**src/rtl/psg_pkg.sv**
```systemverilog
// Shared types, codes and constant functions of the sound generator.
package psg_pkg;

	localparam int GAIN_W   = 15;
	localparam int REG_W    = 10;
	localparam int STEP_W   = 16;
	localparam int TAP_W    = 17;
	localparam int PERIOD_W = 28;
	localparam int OP_W     = 2;
	localparam int BYTE_W   = 8;
	localparam int LEN_W    = 13;
	localparam int CFG_IDX_W = 3;

	localparam logic [OP_W-1:0] OP_WRITE  = 2'd0;
	localparam logic [OP_W-1:0] OP_BATCH  = 2'd1;
	localparam logic [OP_W-1:0] OP_SAMPLE = 2'd2;

	localparam logic [CFG_IDX_W-1:0] CFG_UPDATE_STEP = 3'd0;
	localparam logic [CFG_IDX_W-1:0] CFG_WHITE_TAPS  = 3'd1;
	localparam logic [CFG_IDX_W-1:0] CFG_PERIOD_TAPS = 3'd2;
	localparam logic [CFG_IDX_W-1:0] CFG_NOISE_SEED  = 3'd3;

	localparam logic [2:0] REG_TONE0  = 3'd0;
	localparam logic [2:0] REG_TONE1  = 3'd2;
	localparam logic [2:0] REG_TONE2  = 3'd4;
	localparam logic [2:0] REG_NOISE  = 3'd6;
	localparam logic [1:0] NOISE_RATE_TONE2 = 2'd3;

	localparam logic [STEP_W-1:0] RST_UPDATE_STEP = 16'd32768;
	localparam logic [TAP_W-1:0]  RST_WHITE_TAPS  = 17'd73728;
	localparam logic [TAP_W-1:0]  RST_PERIOD_TAPS = 17'd32768;
	localparam logic [TAP_W-1:0]  RST_NOISE_SEED  = 17'd3893;

	localparam logic [63:0] ATTEN_K = 64'd3411613790;

	typedef enum logic [1:0] {
		KIND_WRITE,
		KIND_BATCH,
		KIND_SAMPLE
	} kind_t;

	typedef struct packed {
		kind_t             kind;
		logic [BYTE_W-1:0] cmd_byte;
		logic [LEN_W-1:0]  len;
	} cmd_t;

	typedef struct packed {
		logic [STEP_W-1:0] update_step;
		logic [TAP_W-1:0]  white_taps;
		logic [TAP_W-1:0]  periodic_taps;
		logic [TAP_W-1:0]  seed;
	} cfg_t;

	typedef enum logic [3:0] {
		ST_IDLE,
		ST_TONE_START,
		ST_TONE_LOOP,
		ST_TONE_END,
		ST_NOISE_START,
		ST_NOISE_LOOP,
		ST_MUL,
		ST_ACC,
		ST_MIX
	} state_t;

	// 2 dB attenuation ladder, evaluated with constant arguments only
	function automatic logic [GAIN_W-1:0] atten_entry(input int full_scale, input int idx);
		logic [63:0] v;
		v = 64'(full_scale / 3) << 16;
		for (int i = 0; i < 15; i++) begin
			if (i < idx)
				v = (v * ATTEN_K) >> 32;
		end
		if (idx >= 15)
			return '0;
		return GAIN_W'(v >> 16);
	endfunction

endpackage

```
**src/rtl/psg_tone_noise_generator_unit.sv**
```systemverilog
// Top level of the four-voice tone and noise sound generator.
// Usage:
//  - Input channel (in_valid/in_ready) carries operation, command_byte and
//    batch_length. Operation 0 writes a command byte, 1 begins a render
//    batch, 2 renders one sample; operation 3 is accepted and dropped.
//  - A four-entry request queue sits between the front end and the
//    execution engine, so requests are taken while a sample is rendered.
//  - Output channel (out_valid/out_ready) returns one signed 16-bit sample
//    for each render request, in order, held in an output register.
//  - Config channel (cfg_valid/cfg_ready, always ready) writes update step,
//    white and periodic noise taps and the noise seed; unknown indexes drop.
// Flow: an accepted request is registered in the queue before the engine
//  sees it. Writes and batch starts are executed in the engine's idle state.
//  A sample steps each tone voice through start, loop, end, multiply and
//  accumulate states, the noise voice through start, loop, multiply and
//  accumulate states, then a mix step. One sample is rendered at a time.
// Reset: all voices silent, periods and counters at the reset update step,
//  noise shifter at the reset seed. A stalled receiver holds the sample and
//  the engine stops at its mix step until the output register frees.
module psg_tone_noise_generator_unit #(
	parameter int FRAC_BITS  = 16,
	parameter int FULL_SCALE = 32767
) (
	input  logic                            clk,
	input  logic                            arst_n,
	input  logic                            in_valid,
	output logic                            in_ready,
	input  logic [psg_pkg::OP_W-1:0]        operation,
	input  logic [psg_pkg::BYTE_W-1:0]      command_byte,
	input  logic [psg_pkg::LEN_W-1:0]       batch_length,
	output logic                            out_valid,
	input  logic                            out_ready,
	output logic signed [15:0]              sample,
	input  logic                            cfg_valid,
	output logic                            cfg_ready,
	input  logic [psg_pkg::CFG_IDX_W-1:0]   cfg_index,
	input  logic [psg_pkg::TAP_W-1:0]       cfg_data
);

	psg_pkg::cfg_t cfg_q;
	psg_pkg::cmd_t cmd;
	logic          cmd_valid, cmd_ready;

	// config registers are always writable
	assign cfg_ready = 1'b1;

	always_ff @(posedge clk or negedge arst_n) begin
		if (!arst_n) begin
			cfg_q.update_step   <= psg_pkg::RST_UPDATE_STEP;
			cfg_q.white_taps    <= psg_pkg::RST_WHITE_TAPS;
			cfg_q.periodic_taps <= psg_pkg::RST_PERIOD_TAPS;
			cfg_q.seed          <= psg_pkg::RST_NOISE_SEED;
		end else if (cfg_valid) begin
			case (cfg_index)
				psg_pkg::CFG_UPDATE_STEP: cfg_q.update_step   <= cfg_data[15:0];
				psg_pkg::CFG_WHITE_TAPS:  cfg_q.white_taps    <= cfg_data;
				psg_pkg::CFG_PERIOD_TAPS: cfg_q.periodic_taps <= cfg_data;
				psg_pkg::CFG_NOISE_SEED:  cfg_q.seed          <= cfg_data;
				default: ;
			endcase
		end
	end

	// front end: accept, classify, queue
	psg_front u_front (
		.clk          (clk),
		.arst_n       (arst_n),
		.in_valid     (in_valid),
		.in_ready     (in_ready),
		.operation    (operation),
		.command_byte (command_byte),
		.batch_length (batch_length),
		.cmd_valid    (cmd_valid),
		.cmd_ready    (cmd_ready),
		.cmd          (cmd)
	);

	// back end: register file, voice stepping, mix
	psg_back #(
		.FRAC_BITS  (FRAC_BITS),
		.FULL_SCALE (FULL_SCALE)
	) u_back (
		.clk       (clk),
		.arst_n    (arst_n),
		.cmd_valid (cmd_valid),
		.cmd_ready (cmd_ready),
		.cmd       (cmd),
		.cfg       (cfg_q),
		.out_valid (out_valid),
		.out_ready (out_ready),
		.sample    (sample)
	);

endmodule

```
**src/rtl/psg_front.sv**
```systemverilog
// Front end: accepts items, classifies the operation and queues commands.
module psg_front (
	input  logic                        clk,
	input  logic                        arst_n,
	input  logic                        in_valid,
	output logic                        in_ready,
	input  logic [psg_pkg::OP_W-1:0]    operation,
	input  logic [psg_pkg::BYTE_W-1:0]  command_byte,
	input  logic [psg_pkg::LEN_W-1:0]   batch_length,
	output logic                        cmd_valid,
	input  logic                        cmd_ready,
	output psg_pkg::cmd_t               cmd
);

	localparam int DEPTH = 4;
	localparam int PTR_W = 2;

	psg_pkg::cmd_t    fifo_q [DEPTH];
	logic [PTR_W-1:0] wr_ptr_q, rd_ptr_q;
	logic [PTR_W:0]   count_q;
	logic             push, pop, known;
	psg_pkg::cmd_t    entry;

	always_comb begin
		known = 1'b1;
		entry.cmd_byte = command_byte;
		entry.len      = batch_length;
		entry.kind     = psg_pkg::KIND_WRITE;
		unique case (operation)
			psg_pkg::OP_WRITE:  entry.kind = psg_pkg::KIND_WRITE;
			psg_pkg::OP_BATCH:  entry.kind = psg_pkg::KIND_BATCH;
			psg_pkg::OP_SAMPLE: entry.kind = psg_pkg::KIND_SAMPLE;
			default:            known = 1'b0;
		endcase
	end

	assign in_ready  = (count_q != (PTR_W+1)'(DEPTH));
	assign cmd_valid = (count_q != '0);
	assign cmd       = fifo_q[rd_ptr_q];
	// drop unknown operations at the door
	assign push      = in_valid && in_ready && known;
	assign pop       = cmd_valid && cmd_ready;

	always_ff @(posedge clk) begin
		if (push)
			fifo_q[wr_ptr_q] <= entry;
	end

	always_ff @(posedge clk or negedge arst_n) begin
		if (!arst_n) begin
			wr_ptr_q <= '0;
			rd_ptr_q <= '0;
			count_q  <= '0;
		end else begin
			if (push)
				wr_ptr_q <= wr_ptr_q + 1'b1;
			if (pop)
				rd_ptr_q <= rd_ptr_q + 1'b1;
			if (push && !pop)
				count_q <= count_q + 1'b1;
			else if (pop && !push)
				count_q <= count_q - 1'b1;
		end
	end

	a_count_bound: assert property (@(posedge clk) disable iff (!arst_n)
		count_q <= (PTR_W+1)'(DEPTH)) else $error("queue count overflow");
	a_no_push_full: assert property (@(posedge clk) disable iff (!arst_n)
		(count_q == (PTR_W+1)'(DEPTH)) |-> !push) else $error("push into full queue");
	a_ptr_gap: assert property (@(posedge clk) disable iff (!arst_n)
		(count_q == '0) |-> (wr_ptr_q == rd_ptr_q)) else $error("pointers disagree");

endmodule

```
**src/rtl/psg_back.sv**
```systemverilog
// Back end: executes register writes, batch starts and sample rendering.
module psg_back #(
	parameter int FRAC_BITS  = 16,
	parameter int FULL_SCALE = 32767
) (
	input  logic                 clk,
	input  logic                 arst_n,
	input  logic                 cmd_valid,
	output logic                 cmd_ready,
	input  psg_pkg::cmd_t        cmd,
	input  psg_pkg::cfg_t        cfg,
	output logic                 out_valid,
	input  logic                 out_ready,
	output logic signed [15:0]   sample
);

	localparam int CW  = (FRAC_BITS + 15 > 30) ? FRAC_BITS + 15 : 30;
	localparam int AW  = CW + 2;
	localparam int FW  = FRAC_BITS + 2;
	localparam int PRW = FW + 16;
	localparam int SW  = FRAC_BITS + 20;
	localparam int PW  = psg_pkg::PERIOD_W;
	localparam int GW  = psg_pkg::GAIN_W;
	localparam int RW  = psg_pkg::REG_W;
	localparam int TW  = psg_pkg::TAP_W;
	localparam logic signed [CW-1:0] STEP_UNITS = CW'(1) << FRAC_BITS;
	localparam logic signed [SW-FRAC_BITS-1:0] SAT_HI = (SW-FRAC_BITS)'(32767);
	localparam logic signed [SW-FRAC_BITS-1:0] SAT_LO = -(SW-FRAC_BITS)'(32768);

	psg_pkg::state_t state_q, state_d;

	logic [GW-1:0]          gain_tbl [16];
	logic [RW-1:0]          tone_reg_q [3];
	logic [1:0]             noise_reg_q;
	logic [2:0]             latch_q;
	logic [PW-1:0]          period_q [4];
	logic signed [CW-1:0]   counter_q [4];
	logic [3:0]             level_q;
	logic [GW-1:0]          gain_q [4];
	logic [TW-1:0]          shifter_q, feedback_q;
	logic [1:0]             voice_q;
	logic signed [AW-1:0]   area_q;
	logic signed [CW-1:0]   left_q;
	logic signed [PRW-1:0]  prod_q;
	logic signed [SW-1:0]   sum_q;
	logic                   out_valid_q;
	logic signed [15:0]     sample_q;

	always_comb begin
		for (int i = 0; i < 16; i++)
			gain_tbl[i] = psg_pkg::atten_entry(FULL_SCALE, i);
	end

	logic take;
	assign take = cmd_valid && cmd_ready;

	// register write decode
	logic          b7;
	logic [2:0]    wr_r;
	logic          wr_tone;
	logic [1:0]    wr_t;
	logic [RW-1:0] wr_val;
	logic [25:0]   wr_prod;
	logic [PW-1:0] wr_period;
	always_comb begin
		b7      = cmd.cmd_byte[7];
		wr_r    = b7 ? cmd.cmd_byte[6:4] : latch_q;
		wr_t    = wr_r[2:1];
		wr_tone = !wr_r[0] && (wr_r != psg_pkg::REG_NOISE);
		wr_val  = '0;
		if (wr_tone) begin
			if (b7)
				wr_val = {tone_reg_q[wr_t][RW-1:4], cmd.cmd_byte[3:0]};
			else
				wr_val = {cmd.cmd_byte[5:0], tone_reg_q[wr_t][3:0]};
		end
		wr_prod   = cfg.update_step * wr_val;
		wr_period = (wr_prod == '0) ? PW'(cfg.update_step) : PW'(wr_prod);
	end

	// tone iteration on the selected voice
	logic signed [CW-1:0] cur_cnt, cur_per, t_c1, t_c2;
	logic                 cur_lvl;
	always_comb begin
		cur_cnt = counter_q[voice_q];
		cur_per = $signed({{(CW-PW){1'b0}}, period_q[voice_q]});
		cur_lvl = level_q[voice_q];
		t_c1    = cur_cnt + cur_per;
		t_c2    = t_c1 + cur_per;
	end

	// noise iteration
	logic signed [CW-1:0] n_cnt, n_per, n_ev, n_c2, n_c3;
	logic signed [AW-1:0] n_a1, n_a2, n_a3;
	logic [TW-1:0]        n_sh, n_mix;
	logic                 n_lvl;
	always_comb begin
		n_cnt = counter_q[3];
		n_per = $signed({{(CW-PW){1'b0}}, period_q[3]});
		n_ev  = (n_cnt < left_q) ? n_cnt : left_q;
		n_a1  = area_q + (level_q[3] ? AW'(n_cnt) : '0);
		n_c2  = n_cnt - n_ev;
		n_mix = shifter_q[0] ? (shifter_q ^ feedback_q) : shifter_q;
		n_sh  = shifter_q;
		n_lvl = level_q[3];
		n_c3  = n_c2;
		n_a2  = n_a1;
		if (n_c2 <= 0) begin
			n_sh  = n_mix >> 1;
			n_lvl = n_sh[0];
			n_c3  = n_c2 + n_per;
			n_a2  = n_a1 + (n_lvl ? AW'(n_per) : '0);
		end
		n_a3 = n_a2 - (n_lvl ? AW'(n_c3) : '0);
	end

	// mix and saturate; the shift rounds toward minus infinity
	logic signed [SW-1:0]            shifted;
	logic signed [SW-FRAC_BITS-1:0]  mixed;
	always_comb begin
		shifted = sum_q >>> FRAC_BITS;
		mixed   = shifted[SW-FRAC_BITS-1:0];
	end

	logic out_free;
	assign out_free = !out_valid_q || out_ready;

	// next state
	always_comb begin
		state_d = state_q;
		unique case (state_q)
			psg_pkg::ST_IDLE:
				if (cmd_valid && cmd.kind == psg_pkg::KIND_SAMPLE)
					state_d = psg_pkg::ST_TONE_START;
			psg_pkg::ST_TONE_START: state_d = psg_pkg::ST_TONE_LOOP;
			psg_pkg::ST_TONE_LOOP:
				if (cur_cnt > 0 || t_c1 > 0)
					state_d = psg_pkg::ST_TONE_END;
			psg_pkg::ST_TONE_END:   state_d = psg_pkg::ST_MUL;
			psg_pkg::ST_NOISE_START: state_d = psg_pkg::ST_NOISE_LOOP;
			psg_pkg::ST_NOISE_LOOP:
				if (left_q - n_ev <= 0)
					state_d = psg_pkg::ST_MUL;
			psg_pkg::ST_MUL:        state_d = psg_pkg::ST_ACC;
			psg_pkg::ST_ACC:
				if (voice_q == 2'd3)
					state_d = psg_pkg::ST_MIX;
				else if (voice_q == 2'd2)
					state_d = psg_pkg::ST_NOISE_START;
				else
					state_d = psg_pkg::ST_TONE_START;
			psg_pkg::ST_MIX:
				if (out_free)
					state_d = psg_pkg::ST_IDLE;
			default: state_d = psg_pkg::ST_IDLE;
		endcase
	end

	// outputs
	always_comb begin
		cmd_ready = (state_q == psg_pkg::ST_IDLE);
		out_valid = out_valid_q;
		sample    = sample_q;
	end

	always_ff @(posedge clk or negedge arst_n) begin
		if (!arst_n)
			state_q <= psg_pkg::ST_IDLE;
		else
			state_q <= state_d;
	end

	// raise on the mix step, drop when the sample is taken
	always_ff @(posedge clk or negedge arst_n) begin
		if (!arst_n)
			out_valid_q <= 1'b0;
		else if (state_q == psg_pkg::ST_MIX && out_free)
			out_valid_q <= 1'b1;
		else if (out_ready)
			out_valid_q <= 1'b0;
	end

	always_ff @(posedge clk or negedge arst_n) begin
		if (!arst_n) begin
			for (int i = 0; i < 3; i++)
				tone_reg_q[i] <= '0;
			for (int i = 0; i < 4; i++) begin
				period_q[i]  <= PW'(psg_pkg::RST_UPDATE_STEP);
				counter_q[i] <= CW'(psg_pkg::RST_UPDATE_STEP);
				gain_q[i]    <= '0;
			end
			noise_reg_q <= '0;
			latch_q     <= '0;
			level_q     <= {psg_pkg::RST_NOISE_SEED[0], 3'b000};
			shifter_q   <= psg_pkg::RST_NOISE_SEED;
			feedback_q  <= '0;
			voice_q     <= '0;
			area_q      <= '0;
			left_q      <= '0;
			prod_q      <= '0;
			sum_q       <= '0;
			sample_q    <= '0;
		end else begin
			unique case (state_q)
				psg_pkg::ST_IDLE: begin
					voice_q <= '0;
					if (take && cmd.kind == psg_pkg::KIND_WRITE) begin
						if (b7)
							latch_q <= wr_r;
						if (wr_tone) begin
							tone_reg_q[wr_t] <= wr_val;
							period_q[wr_t]   <= wr_period;
							if (wr_r == psg_pkg::REG_TONE2 &&
							    noise_reg_q == psg_pkg::NOISE_RATE_TONE2)
								period_q[3] <= wr_period << 1;
						end else if (b7 && wr_r == psg_pkg::REG_NOISE) begin
							noise_reg_q <= cmd.cmd_byte[1:0];
							feedback_q  <= cmd.cmd_byte[2] ? cfg.white_taps
							                               : cfg.periodic_taps;
							if (cmd.cmd_byte[1:0] == psg_pkg::NOISE_RATE_TONE2)
								period_q[3] <= period_q[2] << 1;
							else
								period_q[3] <= PW'(cfg.update_step) << (5 + cmd.cmd_byte[1:0]);
							shifter_q  <= cfg.seed;
							level_q[3] <= cfg.seed[0];
						end else if (b7 && wr_r[0]) begin
							gain_q[wr_r[2:1]] <= gain_tbl[cmd.cmd_byte[3:0]];
						end
					end else if (take && cmd.kind == psg_pkg::KIND_BATCH) begin
						for (int i = 0; i < 4; i++) begin
							if (gain_q[i] == '0 &&
							    counter_q[i] <= (CW'(cmd.len) << FRAC_BITS))
								counter_q[i] <= counter_q[i] + (CW'(cmd.len) << FRAC_BITS);
						end
					end
				end
				psg_pkg::ST_TONE_START: begin
					area_q <= cur_lvl ? AW'(cur_cnt) : '0;
					counter_q[voice_q] <= cur_cnt - STEP_UNITS;
				end
				psg_pkg::ST_TONE_LOOP: begin
					if (cur_cnt <= 0) begin
						if (t_c1 > 0) begin
							counter_q[voice_q] <= t_c1;
							level_q[voice_q]   <= !cur_lvl;
							if (!cur_lvl)
								area_q <= area_q + AW'(cur_per);
						end else begin
							counter_q[voice_q] <= t_c2;
							area_q <= area_q + AW'(cur_per);
						end
					end
				end
				psg_pkg::ST_TONE_END:
					area_q <= area_q - (cur_lvl ? AW'(cur_cnt) : '0);
				psg_pkg::ST_NOISE_START: begin
					area_q <= '0;
					left_q <= STEP_UNITS;
				end
				psg_pkg::ST_NOISE_LOOP: begin
					area_q       <= n_a3;
					counter_q[3] <= n_c3;
					shifter_q    <= n_sh;
					level_q[3]   <= n_lvl;
					left_q       <= left_q - n_ev;
				end
				psg_pkg::ST_MUL:
					prod_q <= $signed(area_q[FW-1:0]) * $signed({1'b0, gain_q[voice_q]});
				psg_pkg::ST_ACC: begin
					sum_q   <= ((voice_q == 2'd0) ? '0 : sum_q) + SW'(prod_q);
					voice_q <= voice_q + 1'b1;
				end
				psg_pkg::ST_MIX:
					if (out_free) begin
						if (mixed > SAT_HI)
							sample_q <= 16'sh7FFF;
						else if (mixed < SAT_LO)
							sample_q <= 16'sh8000;
						else
							sample_q <= mixed[15:0];
					end
				default: ;
			endcase
		end
	end

	a_idle_counters: assert property (@(posedge clk) disable iff (!arst_n)
		(state_q == psg_pkg::ST_IDLE) |-> (counter_q[0] > 0 && counter_q[1] > 0 &&
		counter_q[2] > 0 && counter_q[3] > 0)) else $error("voice counter not positive");
	a_noise_left: assert property (@(posedge clk) disable iff (!arst_n)
		(state_q == psg_pkg::ST_NOISE_LOOP) |-> (left_q > 0)) else $error("noise step overrun");
	a_out_from_mix: assert property (@(posedge clk) disable iff (!arst_n)
		$rose(out_valid_q) |-> ($past(state_q) == psg_pkg::ST_MIX)) else $error("stray sample");

endmodule

```
**config.mk**
```make
export PLATFORM = sky130hd
export DESIGN_NAME = psg_tone_noise_generator_unit
export DESIGN_NICKNAME = d
export VERILOG_FILES = /design/src/rtl/psg_pkg.sv /design/src/rtl/psg_tone_noise_generator_unit.sv /design/src/rtl/psg_front.sv /design/src/rtl/psg_back.sv
export SDC_FILE = /design/constraint.sdc
export NUM_CORES = 2
export LEC_CHECK = 0
export BUFFER_PORTS_ARGS = -buffer_cell sky130_fd_sc_hd__buf_2
export CORE_MARGIN = 2
export CORE_UTILIZATION = 55
export DETAILED_ROUTE_END_ITERATION = 8
export PLACE_DENSITY = 0.81
export SLEW_MARGIN = 20
export SYNTH_ARGS = -nofsm -noshare
export SYNTH_HDL_FRONTEND = slang
export SYNTH_SLANG_ARGS = --single-unit
export TNS_END_PERCENT = 100
```
**constraint.sdc**
```tcl
create_clock -name clk -period 21.3 [get_ports clk]
set_input_delay 0 -clock clk [delete_from_list [all_inputs] [get_ports clk]]
set_output_delay 0 -clock clk [all_outputs]
set_load 0.01 [all_outputs]
```
==> flow_summary.yaml <==
run_status:
  outcome: "finished, final reports clean"
worst_setup_path:
  critPathMaxStageDelay_ns: 0.74
  endpoint: "u_back.area_q[16]"
  rr_worst_depth: 43
  start_kind: "register"
  cpMaxStageDelayCell: "a31oi_1"
  arrival_ns: 13.52
  r2r_slack_ns: 8.28
  cp-startpoint: "u_back.n_cnt[4]"
  cp_common_cell: "a21oi_1"
  crit_required_ns: 21.80
  crit_fanout: 66
  reg2reg_to: "u_back.area_q[16]"
  worstSetupPathType: "reg2reg"
  reg2reg_from: "u_back.n_cnt[4]"
  endpoint_kind: "register"
clock_tree:
  clk_latency_ns: 0.72
  postCtsSetupBuffers: 0
  clock-root-buffer: "clkbuf_16"
  cts_buffers: 79
  clock_path_buffers: 3
  h-tree-depth: 3
  cts_hold_buf: 51
  cts_num_sinks: 664
  path_clk_slew_ns: 0.06
  cts_resized: 0
  cts_tree: "built"
cells_and_area:
  layout.nets: 8146
  syn_to_final_growth_pct: 8.499
  fill_cells: 9606
  layout_commonest_cell: "nand2_1"
  drive_gt1_frac: 0.09406
  mostFrequentLayoutCells: "804 x nand2_1, 685 x inv_1, 545 x ha_1"
global_routing:
  grt_usage: 0.3560
  grt_max_degree: 83
  grt_overflow_total: 0
  grt_pass1_vias: 56168
  antenna_found_initial: 9
  grt_pass1_wl_mm: 330.1
synth:
  yosysWarnings: 0
  synth.ff_latch_count: 664
  synth_fp_nets: 8164
  synth.distinct_cells: 93
  syn_area_sq_mm: 0.06451
  yosys_most_used_dff: "dfrtp_1"
  yosysTopAreaCellShare: 0.2106
  synthArstFlopShare: 0.8614
  synth.avg_cell_area_sq_um: 8.969
  yosysSeqAreaShare: 0.2653
  synth_edf_count: 92
  netlist_top_cells_area: "dfrtp_1 21%, fa_1 12%, ha_1 11%"
  synth_top_cell_by_area: "dfrtp_1"
  syn_inst: 7193
drt:
  drcViolationCount: 0
  viasPerCell: 6.362
  first_pass_iters: 6
  totalWireLength_mm: 214.6
  drtIter0Drc: 5475
  num_vias: 55790
  post_drt_wl_per_cell_um: 24.47
  ant_nets: 0
sta:
  rsz0062_at_grt: "false"
  fmax_mhz: 76.80
  finalHoldViolCount: 0
  skew_ns: 0.07622
  period_share: 0.6113
  maxSlewHeadroom: 0.1909
  final.min_clock_period_ns: 13.02
  tightest_slew_ns: 1.203
  setup_viol: 0
  slew_viol_final: 0
  fin_setup_tns_ns: 0
placed_design:
  gp_congestion: 1.105
  port_buffers: 65
  hpwl_mm: 163.3
die:
  core_sq_mm: 0.1162
  die_w_um: 346.5
  fp.dieArea_sq_mm: 0.1201
  rows: 125
  io_pins: 67
  initial_core_util: 0.5552
  die_h_um: 346.5
run:
  cap_viol_max_count: 0
worst_hold_path:
  hp-class: "in2reg"
==> how the worst min path moves through the flow <==
stage | startpoint | endpoint | slack, ns | cells past startpoint
final | batch_length[9] | u_front.fifo_q[3][9] | 0.06 | 2
after global routing | batch_length[9] | u_front.fifo_q[0][9] | 0.06 | 2
after CTS | command_byte[5] | u_front.fifo_q[1][18] | 0.004 | 2
after detailed placement | arst_n | u_back.feedback_q[6] | 0.08 | 1
after global placement | arst_n | cfg_q[23] | 0.06 | 1
after floorplan | arst_n | cfg_q[12] | -0.30 | 0
==> layout make-up <==
class	count	area (sq um)	share of cell area
clock inverters	42	726.9	0.01039
clock buffers	104	2222	0.03175
well taps	1524	1907	0.02724
diodes	5	12.51	0.0001788
repair buffers	222	1663	0.02376
multi-input cells	5521	43770	0.6253
flip-flops and latches	664	17120	0.2446
inverters	687	2579	0.03684
==> per-stage QoR <==
| step | area (sq um) | utilization | std cells | hold WS [ns] | setup WS [ns] |
|---|---|---|---|---|---|
| 4_1_cts | 69970 | 0.6021 | 8764 | 0.003739 | 8.680 |
| 3_3_place_gp | 66480 | 0.5721 | 8567 | 0.06465 | 8.734 |
| 3_5_place_dp | 66490 | 0.5722 | 8567 | 0.07622 | 8.741 |
| 2_1_floorplan | 64510 | - | 7193 | -0.2956 | 9.403 |
| 5_1_grt | 69980 | 0.6022 | 8764 | 0.05984 | 7.562 |
| 6_report | 70000 | 0.6023 | 8769 | 0.05586 | 8.279 |
==> metal layers <==
metal | routed length [um] | GRT usage | vias up
li1 | - | - | 24910
met1 | 80760 | 0.4339 | 27463
met2 | 99170 | 0.5770 | 2675
met3 | 17960 | 0.06650 | 736
met4 | 16660 | 0.2372 | 6
met5 | 35 | 0 | -
==> synthesized netlist by cell type, types with 44 or more instances <==
cell	n
xnor2_1	215
mux4_2	103
dfrtp_1	543
nor2_1	511
a21o_1	74
a211oi_1	52
a31oi_1	47
inv_1	685
nor4_1	48
mux2_2	168
edfxtp_1	92
ha_1	546
fa_1	377
nand2_1	809
nand3_1	86
nor2b_1	117
a21oi_1	464
clkbuf_1	281
nand2b_1	63
xor2_1	133
o22a_1	50
o21ai_0	481
and2_1	235
mux2i_1	89
o21a_1	44
o22ai_1	48
o21bai_1	71
a22oi_1	56
nor3_1	116
==> logic make-up after synthesis <==
logic type / synth area share
XOR/XNOR: 0.04761
adder cells (fa/ha/maj): 0.2275
multiplexers: 0.07909
AND/OR/NAND/NOR: 0.1563
buffers and inverters: 0.05884
AO/OA/AOI/OAI: 0.1653
flip-flops: 0.2653
other: 0.00005813
==> worst max-delay path: cells and delay by family, from the launching register on <==
family	cells	cell delay, ns
multiplexers	2	0.36
AO/OA/AOI/OAI	26	6.00
AND/OR/NAND/NOR	6	2.59
flip-flops	1	0.71
buffers and inverters	4	1.55
XOR/XNOR	1	0.21
adder cells (fa/ha/maj)	4	1.30
==> state kept, by name, summed over array words and instances (netlist names), 2 cells and up <==
name,count
u_back.state_q,4
u_back.prod_q,34
cfg_q,65
u_back.sum_q,36
u_back.period_q,78
u_front.fifo_q,92
u_back.shifter_q,17
u_back.noise_reg_q,2
u_back.level_q,4
u_back.tone_reg_q,30
u_back.n_per,28
u_back.area_q,18
u_back.sample,16
u_back.voice_q,2
u_back.left_q,31
u_front.count_q,3
u_back.n_cnt,31
u_back.counter_q,93
u_back.feedback_q,16
u_front.wr_ptr_q,2
u_back.gain_q,56
u_back.latch_q,3
u_front.rd_ptr_q,2
Power is not shown: default switching activity piles up to over one toggle a cycle in this logic, so the estimate is an artifact.
